File: config.mk
export PLATFORM = sky130hd
export DESIGN_NAME = ihsl_ctrl
export DESIGN_NICKNAME = d
export VERILOG_FILES = /design/src/ihsl_pkg.sv /design/src/ihsl_ctrl.sv
export SDC_FILE = /design/constraint.sdc
export NUM_CORES = 1
export LEC_CHECK = 0
export BUFFER_PORTS_ARGS = -buffer_cell sky130_fd_sc_hd__clkbuf_2
export CAP_MARGIN = 15
export CORE_MARGIN = 2
export CORE_UTILIZATION = 36
export CTS_BUF_LIST = sky130_fd_sc_hd__clkbuf_4
export CTS_CLUSTER_DIAMETER = 120
export DETAILED_ROUTE_END_ITERATION = 6
export PLACE_DENSITY = 0.67
export SETUP_SLACK_MARGIN = 0.02
export SLEW_MARGIN = 20
export SYNTH_ARGS = -nofsm -noshare
export SYNTH_HDL_FRONTEND = slang
export SYNTH_SLANG_ARGS = --single-unit
File: constraint.sdc
create_clock -name clk -period 2.4 [get_ports clk]
set_clock_uncertainty 0.15 [all_clocks]
set_input_delay 0.24 -clock clk [delete_from_list [all_inputs] [get_ports clk]]
set_output_delay 0.24 -clock clk [all_outputs]
set_load 0.05 [all_outputs]
File: src/ihsl_pkg.sv
// ----------------------------------------------------------------------------
// Indexed heap with sorted list: shared package
// Operation and result codes, controller states and the command and status
// words that pass between the controller and the datapath.
// ----------------------------------------------------------------------------
package ihsl_pkg;

  localparam logic [3:0] F_INS_SORTED = 4'd0;
  localparam logic [3:0] F_INS_BEFORE = 4'd1;
  localparam logic [3:0] F_INS_AFTER  = 4'd2;
  localparam logic [3:0] F_POP        = 4'd3;
  localparam logic [3:0] F_REMOVE     = 4'd4;
  localparam logic [3:0] F_SET_HEAP   = 4'd5;
  localparam logic [3:0] F_SET_LIST   = 4'd6;
  localparam logic [3:0] F_PEEK       = 4'd7;
  localparam logic [3:0] F_HEAD       = 4'd8;
  localparam logic [3:0] F_NEXT       = 4'd9;
  localparam logic [3:0] F_PREV       = 4'd10;
  localparam logic [3:0] F_POSITION   = 4'd11;

  localparam logic [1:0] RS_OK    = 2'd0;
  localparam logic [1:0] RS_FULL  = 2'd1;
  localparam logic [1:0] RS_EMPTY = 2'd2;
  localparam logic [1:0] RS_SLOT  = 2'd3;

  typedef enum logic [4:0] {
    S_CLEAR, S_IDLE, S_DECODE, S_CHECK, S_INS, S_SKEY, S_LKEY,
    S_RM_A, S_RM_B, S_RM_C, S_SU_P, S_SU_K, S_SU_C, S_SU_END,
    S_SD_L, S_SD_LK, S_SD_R, S_SD_C, S_SD_END, S_UNL, S_WK_S, S_WK_C,
    S_LINK_A, S_LINK_B, S_NB, S_OUT_RD, S_OUT_WR, S_ERR
  } state_t;

  typedef enum logic [4:0] {
    OP_NOP, OP_CLEAR, OP_LOAD, OP_DECODE, OP_CHECK, OP_INS, OP_SKEY, OP_LKEY,
    OP_RM_A, OP_RM_B, OP_RM_C, OP_SU_P, OP_SU_K, OP_SU_C, OP_SU_END,
    OP_SD_L, OP_SD_LK, OP_SD_R, OP_SD_C, OP_SD_END, OP_UNL, OP_WK_S, OP_WK_C,
    OP_LINK_A, OP_LINK_B, OP_NB, OP_OUT_RD, OP_OUT_WR, OP_ERR
  } op_t;

  typedef struct packed {
    op_t        op;
    logic [1:0] code;
  } cmd_t;

  typedef struct packed {
    logic [3:0] func;
    logic       full;
    logic       empty;
    logic       in_use;
    logic       clr_done;
    logic       at_root;
    logic       no_child;
    logic       at_last;
    logic       su_less;
    logic       moved;
    logic       sd_break;
    logic       walk_go;
    logic       nl_valid;
    logic       head_valid;
    logic       nb_valid;
  } sts_t;

endpackage

File: src/ihsl_ctrl.sv
// ----------------------------------------------------------------------------
// Indexed heap with sorted list: controller
// Sequences each operation through memory reads, sift steps and list links.
// ----------------------------------------------------------------------------
module ihsl_ctrl (
  input  logic          clk,
  input  logic          rst,
  input  logic          start,
  output logic          busy,
  input  ihsl_pkg::sts_t sts,
  output ihsl_pkg::cmd_t cmd
);
  import ihsl_pkg::*;

  state_t     state, state_next;
  logic [1:0] err_code, err_code_next;

  always_ff @(posedge clk) begin
    if (rst) begin
      state    <= S_CLEAR;
      err_code <= RS_OK;
    end else begin
      state    <= state_next;
      err_code <= err_code_next;
    end
  end

  always_comb begin
    state_next    = state;
    err_code_next = err_code;
    unique case (state)
      S_CLEAR:  if (sts.clr_done) state_next = S_IDLE;
      S_IDLE:   if (start) state_next = S_DECODE;
      S_DECODE: state_next = S_CHECK;
      S_CHECK: begin
        if (sts.func <= F_INS_AFTER) begin
          if (sts.full) begin
            state_next = S_ERR;
            err_code_next = RS_FULL;
          end else if (sts.func != F_INS_SORTED && !sts.in_use) begin
            state_next = S_ERR;
            err_code_next = RS_SLOT;
          end else begin
            state_next = S_INS;
          end
        end else if (sts.func > F_POSITION) begin
          state_next = S_ERR;
          err_code_next = RS_OK;
        end else if (sts.empty) begin
          state_next = S_ERR;
          err_code_next = RS_EMPTY;
        end else if (sts.func == F_POP) begin
          state_next = S_RM_A;
        end else if (sts.func == F_PEEK || sts.func == F_HEAD) begin
          state_next = S_OUT_RD;
        end else if (!sts.in_use) begin
          state_next = S_ERR;
          err_code_next = RS_SLOT;
        end else if (sts.func == F_REMOVE) begin
          state_next = S_RM_A;
        end else if (sts.func == F_SET_HEAP) begin
          state_next = S_SKEY;
        end else if (sts.func == F_SET_LIST) begin
          state_next = S_LKEY;
        end else if (sts.func == F_NEXT || sts.func == F_PREV) begin
          state_next = S_NB;
        end else begin
          state_next = S_OUT_RD;
        end
      end
      S_INS:    state_next = S_SU_P;
      S_SKEY:   state_next = S_SU_P;
      S_LKEY:   state_next = S_UNL;
      S_RM_A:   state_next = S_RM_B;
      S_RM_B:   state_next = S_RM_C;
      S_RM_C: begin
        if (sts.at_last) state_next = S_UNL;
        else if (sts.func == F_POP) state_next = S_SD_L;
        else state_next = S_SU_P;
      end
      S_SU_P:   state_next = sts.at_root ? S_SU_END : S_SU_K;
      S_SU_K:   state_next = S_SU_C;
      S_SU_C:   state_next = sts.su_less ? S_SU_P : S_SU_END;
      S_SU_END: begin
        if (sts.func == F_INS_SORTED) state_next = S_WK_S;
        else if (sts.func <= F_INS_AFTER) state_next = S_LINK_A;
        else if (!sts.moved) state_next = S_SD_L;
        else if (sts.func == F_REMOVE) state_next = S_UNL;
        else state_next = S_OUT_RD;
      end
      S_SD_L:   state_next = sts.no_child ? S_SD_END : S_SD_LK;
      S_SD_LK:  state_next = S_SD_R;
      S_SD_R:   state_next = S_SD_C;
      S_SD_C:   state_next = sts.sd_break ? S_SD_END : S_SD_L;
      S_SD_END: state_next = (sts.func == F_SET_HEAP) ? S_OUT_RD : S_UNL;
      S_UNL:    state_next = (sts.func == F_SET_LIST) ? S_WK_S : S_OUT_RD;
      S_WK_S:   state_next = sts.head_valid ? S_WK_C : S_LINK_A;
      S_WK_C:   state_next = (sts.walk_go && sts.nl_valid) ? S_WK_C : S_LINK_A;
      S_LINK_A: state_next = S_LINK_B;
      S_LINK_B: state_next = S_OUT_RD;
      S_NB: begin
        if (sts.nb_valid) begin
          state_next = S_OUT_RD;
        end else begin
          state_next = S_ERR;
          err_code_next = RS_SLOT;
        end
      end
      S_OUT_RD: state_next = S_OUT_WR;
      S_OUT_WR: state_next = S_IDLE;
      S_ERR:    state_next = S_IDLE;
      default:  state_next = S_IDLE;
    endcase
  end

  always_comb begin
    cmd.code = err_code;
    unique case (state)
      S_CLEAR:  cmd.op = OP_CLEAR;
      S_IDLE:   cmd.op = start ? OP_LOAD : OP_NOP;
      S_DECODE: cmd.op = OP_DECODE;
      S_CHECK:  cmd.op = OP_CHECK;
      S_INS:    cmd.op = OP_INS;
      S_SKEY:   cmd.op = OP_SKEY;
      S_LKEY:   cmd.op = OP_LKEY;
      S_RM_A:   cmd.op = OP_RM_A;
      S_RM_B:   cmd.op = OP_RM_B;
      S_RM_C:   cmd.op = OP_RM_C;
      S_SU_P:   cmd.op = OP_SU_P;
      S_SU_K:   cmd.op = OP_SU_K;
      S_SU_C:   cmd.op = OP_SU_C;
      S_SU_END: cmd.op = OP_SU_END;
      S_SD_L:   cmd.op = OP_SD_L;
      S_SD_LK:  cmd.op = OP_SD_LK;
      S_SD_R:   cmd.op = OP_SD_R;
      S_SD_C:   cmd.op = OP_SD_C;
      S_SD_END: cmd.op = OP_SD_END;
      S_UNL:    cmd.op = OP_UNL;
      S_WK_S:   cmd.op = OP_WK_S;
      S_WK_C:   cmd.op = OP_WK_C;
      S_LINK_A: cmd.op = OP_LINK_A;
      S_LINK_B: cmd.op = OP_LINK_B;
      S_NB:     cmd.op = OP_NB;
      S_OUT_RD: cmd.op = OP_OUT_RD;
      S_OUT_WR: cmd.op = OP_OUT_WR;
      S_ERR:    cmd.op = OP_ERR;
      default:  cmd.op = OP_NOP;
    endcase
  end

  assign busy = (state != S_IDLE);

endmodule

==> metrics.yaml, run 1 <==
die:
  die_area_mm2: 0.00379
  rows: 20
  dieHeight_um: 61.6
  start_util_pct: 38.4
  pin_count: 29
  dieWidth_um: 61.6
  core_mm2: 0.00310
sta:
  tns_ns: 0
  period_minus_slack_ns: 2.16
  post-route-period-util_pct: 90.2
  tightest_slew_ns: 0.565
  hold_viol: 0
  max_slew_margin_pct: 62.3
  finalSetupViolCount: 0
  worst_hold_slack_ns: 0.0956
  fin_ws_ns: 0.236
  rsz0062_at_grt: "false"
  max_freq_ghz: 0.462
  slew_violations: 0
yosys:
  yosysSeqAreaShare_pct: 11.8
  yosys_warnings: 0
  synthDistinctLibCells: 58
  synth.cell_area_mm2: 0.00119
  synthFlopType: "dfxtp_1"
  syn-num-nets: 195
  syn_area_per_cell_um2: 6.85
  synth_edf_count: 0
  async_reset_ff_share_pct: 0
  ys_ff_latch: 7
  synthCells: 174
clock_tree:
  root_buffer: "clkbuf_4"
  clkTransAtPathRegs_ns: 0.05
  clock_latency_ns: 0.25
  cts_buffers: 3
  clock-sinks: 7
  clockBufferDepth: 2
  cts_tree: "done"
  ctsHtreeMaxLevel: 1
worst_setup_path:
  endpoint_kind: "output pin"
  path_max_fanout: 16
  r2r_end: "state[0]"
  arrival_ns: 1.77
  rrSetupSlack_ns: 0.45
  r2r_start: "state[3]"
  r2r_cells: 6
  crit_type: "flop to output pin"
  start_kind: "flop"
  crit_required_ns: 2.01
hold_path:
  min_to: "state[0]"
  min_from: "rst"
  hp-class: "input port to flop"
  hold_depth: 2
pwr:
  leakage_nw: 0.489
  power.density_mw_per_mm2: 325
  vdd_ir_drop_max_v: 0.000238
placed_design:
  dpl.hpwl_um: 2520
  port_buffers: 28
  place_congestion: 0.886
  dp_cells: 234
  dpl_worst_slack_ns: 0.413
  placed_cell_area_mm2: 0.00131
global_route:
  antenna_found_initial: 0
  track_usage_pct: 18.6
  grt_pass1_vias: 1201
  overflow: 0
  grt_max_degree: 28
  grt_pass1_wl_um: 5390
drt:
  drtPass1Iterations: 4
  finalWirelength_um: 3210
  ant_nets: 0
  dr.first_iter.drc_count: 108
  vias: 1384
  drc: 0
  wl_per_cell_um: 13.5
  viasPerCell: 5.82
finish:
  nets: 216
  syn2layout_area_growth_pct: 12.9
  antenna_cells: 0
  postLayoutCellArea_mm2: 0.00135
  drive_gt1_share_pct: 25.3
  fin_cells: 238
outcome:
  status: "finished, final reports clean"
flow_run:
  drv_cap: 0
through the flow:
stage | power, mW | util (%)
6_report | 0.437 | 43.4
3_3_place_gp | 0.319 | 42.3
5_1_grt | 0.468 | 43.4
3_5_place_dp | 0.319 | 42.3
4_1_cts | 0.441 | 43.3
2_1_floorplan | 0.271 | -
registers in the layout, summed over array words and instances, names as in the netlist:
register / flops
err_code: 2
state: 5
routing by layer:
layer	vias to the layer above	track usage (%)	share of wire, %
li1	705	-	-
met1	627	27.0	49
met2	47	27.8	43
met3	5	4.20	6.9
met4	0	4.56	1.1
met5	-	0	0
how the worst max path moves through the flow:
stage / to / start / slack [ns] / cells past startpoint
finish: cmd[3] / state[4] / 0.24 / 4
global route: cmd[3] / state[4] / 0.11 / 4
CTS: cmd[5] / state[1] / 0.13 / 6
detailed placement: cmd[3] / state[0] / 0.41 / 5
global placement: state[1] / state[0] / 0.41 / 5
floorplan: cmd[5] / state[1] / 0.06 / 4
final cells by class:
cell class,instances,area [µm²]
clock buffer,4,30.0
fill,343,1760
tap,44,55.1
timing repair buffer,32,170
inverter,3,11.3
sequential,7,143
multi-input combinational,148,937
synth_stat cells (all sizes together), types with 2 or more instances:
master   instances  share of area (%)
nand3b           3                1.9
inv              3               0.94
nor2b            6                3.8
and3             4                2.2
nor2            23                7.2
nor4b            3                2.7
buf             14                8.1
o31a             3                2.2
or3              2                1.0
a22oi            2                1.3
o32ai            4                2.9
a311oi           2                1.5
o21bai           3                1.9
clkbuf           2               0.63
a2bb2oi          4                2.9
o21ai           16                7.0
nand2b           8                4.8
a211oi           4                2.5
nor3             6                2.5
a32oi            2                1.5
dfxtp            7                 12
a21oi            9                3.8
nand2           14                4.6
or2              2                1.0
a31oi            6                3.1
worst max-delay path, stage by stage, from the launching register on:
cell      delay [ns]
dfxtp_1         0.67
buf_4           0.28
o41ai_1         0.10
a32oi_1         0.16
clkbuf_2        0.30
cell usage in the layout, fill, tap and decap left out, types with 2 or more instances in the layout:
cell,instances
o32ai_1,4
nor4b_1,2
and3_1,3
buf_4,4
dfxtp_1,5
nand3b_1,3
o21ai_0,14
a32oi_1,2
a22oi_1,2
nor3_1,6
nand2_1,13
a21oi_1,9
o31a_1,3
nor2_1,23
or3_1,2
a311oi_1,2
clkbuf_4,4
nor2b_1,5
nand2b_1,7
clkbuf_2,28
a31oi_1,6
inv_1,2
o21bai_1,3
a211oi_1,4
a2bb2oi_1,4
dfxtp_2,2
power breakdown:
part | switching, mW | internal, mW | total [mW] | leakage, nW
sequential | 0.0170 | 0.122 | 0.139 | 0.0575
clock | 0.0450 | 0.0748 | 0.120 | 0.0184
combinational | 0.110 | 0.0689 | 0.179 | 0.413
what timing repair did:
| action | in CTS | in global routing |
|---|---|---|
| gates resized for setup | 0 | 2 |
| setup endpoints to repair | 0 | 3 |
| hold buffers | 0 | 0 |
| setup buffers | 0 | 0 |
cell families after synthesis:
| kind of cell | after synthesis | share of synthesized area [%] |
|---|---|---|
| AND/OR/NAND/NOR | 80 | 37.5 |
| AO/OA/AOI/OAI | 65 | 38.4 |
| buffers and inverters | 19 | 9.65 |
| flip-flops | 7 | 11.8 |
| multiplexers | 2 | 1.78 |
| adder cells (fa/ha/maj) | 1 | 0.944 |
(Power assumes the default switching activity.)
==> inputs of run 2 (changes only) <==
Settings changed: PLACE_DENSITY 0.67 to 0.61.
Clock period 2.4 ns to 2.2 ns, I/O delays scaled along.
==> run 2 against run 1 <==
  * Hold slack better by 0.0074 ns
  * Global-route usage is 1.0 points higher
  * Register-to-register slack worse by 0.15 ns
  * Clock power hardly changed
  * Via count is 3.0% higher
  * Sequential power is 4% higher
  * Non-clock buffer count is 4 higher
  * Die area stayed put
  * Sequential share of layout area is 0.36 points lower
  * Critical path type unchanged
  * Largest cell class unchanged
==> metrics.yaml, run 2 (same netlist as run 1, synthesis figures left out) <==
die:
  rows: 20  # unchanged
  pin_count: 29  # unchanged
  dieWidth_um: 61.6  # unchanged
  core_mm2: 0.00310  # unchanged
  dieHeight_um: 61.6  # unchanged
  die_area_mm2: 0.00379  # unchanged
  start_util_pct: 38.4  # unchanged
finish:
  nets: 220  # +1.9%
  antenna_cells: 0  # unchanged
  top_register: "state"
  layout_commonest_cell: "clkbuf_2"
  n_fill_cell: 361  # +5.2%
  drive_gt1_share_pct: 27.8  # +2.5 points
  final_cell_mix: "27 x clkbuf_2, 23 x nor2_1, 14 x o21ai_0, 13 x nand2_1, 9 x a21oi_1"
  largestRegisters: "state: 5 flops, err_code: 2 flops"
  syn2layout_area_growth_pct: 16.9
  multi_input_area_um2: 952  # +1.6%
  largest_reg_flops: 5  # unchanged
  regArea_um2: 143  # unchanged
worst_setup_path:
  path_max_fanout: 19  # +3
  crit_required_ns: 1.83  # -0.18 ns
  rrSetupSlack_ns: 0.30  # -0.15 ns
  crit_type: "flop to output pin"
  r2r_cells: 6  # unchanged
  endpoint_kind: "output pin"
  start_kind: "flop"
  r2r_start: "state[4]"
  r2r_end: "state[3]"
  arrival_ns: 1.68  # -0.09 ns
global_route:
  track_usage_pct: 19.6  # +1.0 points
  grt_pass1_vias: 1290  # +7.4%
  antenna_found_initial: 0  # unchanged
  grt_pass1_wl_um: 5870  # +8.9%
  overflow: 0  # unchanged
  grt_max_degree: 28  # unchanged
drt:
  vias: 1426  # +3.0%
  drtPass1Iterations: 4  # unchanged
  ant_nets: 0  # unchanged
  finalWirelength_um: 3430  # +6.8%
  viasPerCell: 5.89  # +1.3%
  drc: 0  # unchanged
  dr.first_iter.drc_count: 114  # +5.6%
  wl_per_cell_um: 14.2  # +5.0%
sta:
  rsz0062_at_grt: "false"
  hold_viol: 0  # unchanged
  slew_violations: 0  # unchanged
  finalSetupViolCount: 0  # unchanged
  tightest_slew_ns: 0.483  # -0.0821 ns
  max_slew_margin_pct: 67.7  # +5.5 points
  tns_ns: 0  # unchanged
  period_minus_slack_ns: 2.05
  max_freq_ghz: 0.487
  post-route-period-util_pct: 93.4
placed_design:
  port_buffers: 28  # unchanged
  dpl.hpwl_um: 2740  # +8.9%
  place_congestion: 0.845  # -4.6%
clock_tree:
  clock_latency_ns: 0.24  # about the same
  root_buffer: "clkbuf_4"
  cts_buffers: 3  # unchanged
  cts_tree: "done"
  post_cts_buffers: 0  # unchanged
  ctsHtreeMaxLevel: 1  # unchanged
  clock-sinks: 7  # unchanged
  clockBufferDepth: 2  # unchanged
  clkTransAtPathRegs_ns: 0.05  # about the same
pwr:
  leakage_nw: 0.516  # +5.4%
  power.density_mw_per_mm2: 344  # +5.9%
  power_uw: 479  # +9.6%
  vdd_ir_drop_max_v: 0.000115  # -52%
hold_path:
  hp-class: "input port to flop"
  min_from: "rst"
  hold_depth: 2  # unchanged
  min_to: "state[3]"
flow_run:
  drv_cap: 0  # unchanged
outcome:
  status: "finished, final reports clean"
==> run 2: cell types whose count changed in the layout (fill, tap and decap cells not counted), sizes merged <==
| cell | previous run | this run |
|---|---|---|
| buf | 4 | 8 |
==> run 2: area by class of cell <==
| class | count | share of cell area [%] |
|---|---|---|
| clock buffer | 4 | 2.15 |
| inverter | 3 | 0.808 |
| multi-input combinational | 148 | 68.3 |
| sequential | 7 | 10.2 |
| tap | 44 | 3.95 |
| timing repair buffer | 36 | 14.5 |
==> run 2: worst max path at each step <==
stage                         from  endpoint  slack (ns)  depth (start not counted)
after CTS                 state[3]    cmd[6]        0.09                          4
after detailed placement  state[1]  state[0]        0.23                          4
after floorplan           state[1]    cmd[5]       -0.12                          4
final                     state[0]    cmd[3]        0.15                          5
after global routing      state[0]    cmd[3]        0.03                          5
after global placement    state[1]    cmd[5]        0.28                          6
==> run 2: power breakdown <==
group	internal (mW)	leakage, nW	switching [mW]
sequential	0.132	0.0577	0.0128
combinational	0.0795	0.440	0.132
clock	0.0812	0.0184	0.0419
==> run 2: metal layers <==
metal  vias up  GRT usage [%]  routed length, µm
li1        710              -                  -
met1       665           28.4               1640
met2        45           31.7               1590
met3         6           1.26                145
met4         0           4.86                 56
met5         -              0                  0
==> run 2: what timing repair did <==
item,in CTS,in global routing
hold buffers,0,0
cloned,0,0
setup endpoints to repair,4,2
gates resized for setup,1,4
==> run 2: per-stage QoR <==
step	hold slack [ns]	util, %	worst slack (ns)	cell area (µm²)	instances
5_1_grt	0.109	44.9	0.0329	1390	242
3_3_place_gp	0.354	43.5	0.284	1350	238
4_1_cts	0.0946	44.6	0.0940	1380	242
6_report	0.103	44.9	0.145	1390	242
3_5_place_dp	0.354	43.5	0.230	1350	238
2_1_floorplan	0.139	-	-0.125	1200	174
==> run 2: critical path, cell delays in order (launching register included) <==
cell	delay, ns
dfxtp_1	0.42
buf_4	0.27
nor2b_1	0.23
o41ai_2	0.11
a32oi_2	0.16
clkbuf_4	0.26
==> inputs of run 3 (changes only) <==
Settings changed: CORE_MARGIN 2 to 1.5.
==> run 3 against run 2 <==
  * Cell area fell by 0.18%
  * Maximum frequency rose by 1.2%
  * Clock power increased by 9%
  * Hold slack worse by 0.019 ns
  * Setup slack gained 0.025 ns
  * Combinational power up 2%
  * Highest routed layer unchanged
==> metrics.yaml, run 3 (same netlist as run 1, synthesis figures left out) <==
finish:
  final_core_util_pct: 44.8  # -0.081 points
  nets: 221  # +0.45%
  multi_input_area_um2: 945  # -0.79%
  drive_gt1_share_pct: 27.6  # -0.14 points
  layout_commonest_cell: "clkbuf_2"
  antenna_cells: 0  # unchanged
  syn2layout_area_growth_pct: 16.7
  final_cell_mix: "28 x clkbuf_2, 23 x nor2_1, 14 x o21ai_0, 13 x nand2_1"
  n_fill_cell: 347  # -3.9%
  top_register: "state"
  regArea_um2: 143  # unchanged
  largestRegisters: "state: 5 flops, err_code: 2 flops"
  largest_reg_flops: 5  # unchanged
  fin_cells: 243  # +0.41%
worst_setup_path:
  start_kind: "flop"
  cpPeakStageDelay_ns: 0.41  # about the same
  arrival_ns: 1.66  # -0.02 ns
  crit_required_ns: 1.83  # about the same
  cp.depth: 4  # -1
  cp_num_buf_inv: 2  # unchanged
  r2r_start: "state[4]"
  cp_top_family: "buffers and inverters"
  r2r_end: "state[3]"
  endpoint_kind: "output pin"
  r2r_cells: 6  # unchanged
  rrSetupSlack_ns: 0.32  # +0.02 ns
  startpoint: "state[4]"
  crit_end: "cmd[6]"
  path_max_fanout: 12  # -7
  crit_slowest_cell: "dfxtp_1"
  crit_type: "flop to output pin"
  cp_cell_sequence: "buf_4, or2_1, o21ai_0, clkbuf_2"
clock_tree:
  root_buffer: "clkbuf_4"
  cts_tree: "done"
  clock-sinks: 7  # unchanged
  post_cts_buffers: 0  # unchanged
  cts_buffers: 3  # unchanged
  clkTransAtPathRegs_ns: 0.05  # about the same
  clock_latency_ns: 0.26  # +0.02 ns
  ctsHtreeMaxLevel: 1  # unchanged
  clockBufferDepth: 2  # unchanged
sta:
  slew_violations: 0  # unchanged
  worst_hold_slack_ns: 0.0839  # -0.0191 ns
  post-route-period-util_pct: 92.3  # -1.1 points
  rsz0062_at_grt: "false"
  tightest_slew_ns: 0.499  # +0.0155 ns
  fin_ws_ns: 0.170  # +0.0251 ns
  max_freq_ghz: 0.493  # +1.2%
  finalSetupViolCount: 0  # unchanged
  max_slew_margin_pct: 66.3  # -1.5 points
  tns_ns: 0  # unchanged
  period_minus_slack_ns: 2.03  # -0.0251 ns
  hold_viol: 0  # unchanged
placed_design:
  port_buffers: 28  # unchanged
  place_congestion: 0.902  # +6.9%
  dpl.hpwl_um: 2890  # +5.3%
  dp_cells: 239  # +0.42%
  dpl_worst_slack_ns: 0.288  # +0.0580 ns
drt:
  finalWirelength_um: 3590  # +4.7%
  vias: 1431  # +0.35%
  drc: 0  # unchanged
  ant_nets: 0  # unchanged
  wl_per_cell_um: 14.8  # +4.2%
  viasPerCell: 5.89  # about the same
  drtPass1Iterations: 4  # unchanged
  dr.first_iter.drc_count: 121  # +6.1%
pwr:
  comb_power_share_pct: 44.0  # about the same
  leakage_nw: 0.516  # about the same
  p_int_uw: 293  # about the same
  netSwitchingPower_uw: 196  # +4.9%
  pwr-share-seq_pct: 28.5  # -1.8 points
  clkPwrFrac_pct: 27.5  # +1.8 points
  power.density_mw_per_mm2: 351  # +2.1%
  switching_share_pct: 40.1  # +1.2 points
  vdd_ir_drop_max_v: 0.000157  # +37%
global_route:
  antenna_found_initial: 0  # unchanged
  grt_pass1_wl_um: 6090  # +3.8%
  overflow: 0  # unchanged
  grt_pass1_vias: 1308  # +1.4%
  track_usage_pct: 21.6  # +2.0 points
  grt_max_degree: 22  # -21%
hold_path:
  hp-class: "input port to flop"
die:
  pin_count: 29  # unchanged
  rows: 20  # unchanged
  start_util_pct: 38.4  # unchanged
  core_mm2: 0.00310  # unchanged
  dieWidth_um: 60.6  # -1.6%
  die_area_mm2: 0.00367  # -3.2%
  dieHeight_um: 60.6  # -1.6%
flow_run:
  drv_cap: 0  # unchanged
outcome:
  status: "finished, final reports clean"
run 3: per-stage QoR:
stage,cell area (µm²),power (mW)
2_1_floorplan,1200,0.296
5_1_grt,1390,0.522
3_5_place_dp,1360,0.356
4_1_cts,1390,0.489
3_3_place_gp,1360,0.353
6_report,1390,0.488
run 3: area by class of cell:
cell class / count / area share (%)
inverter: 3 / 0.809
tap: 44 / 3.96
sequential: 7 / 10.3
clock buffer: 4 / 2.16
multi-input combinational: 148 / 67.9
timing repair buffer: 37 / 14.9
run 3: per-layer routing:
layer / track usage (%) / up-vias / routed length [µm]
met2: 35.9 / 47 / 1640
met4: 8.07 / 0 / 94
met3: 2.35 / 8 / 191
li1: - / 716 / -
met1: 29.1 / 660 / 1670
met5: 0 / - / 0
run 3: repair_timing:
action / CTS / global route
setup endpoints to repair: 0 / 1
gates resized for setup: 0 / 2
hold buffers: 0 / 0
run 3: worst min-delay path by stage:
stage	from	slack, ns	depth (start not counted)	endpoint
after floorplan	rst	0.14	1	state[3]
after global placement	rst	0.36	2	state[0]
after detailed placement	rst	0.36	2	state[0]
after CTS	rst	0.09	2	state[0]
after global routing	rst	0.1	2	state[3]
final	rst	0.08	2	state[3]
run 3: power by group through the flow:
stage	Combinational (mW)	Sequential [mW]	Clock, mW
2_1_floorplan	0.156	0.141	0
3_3_place_gp	0.211	0.142	0
3_5_place_dp	0.214	0.142	0
4_1_cts	0.215	0.139	0.136
5_1_grt	0.237	0.140	0.146
6_report	0.215	0.139	0.134
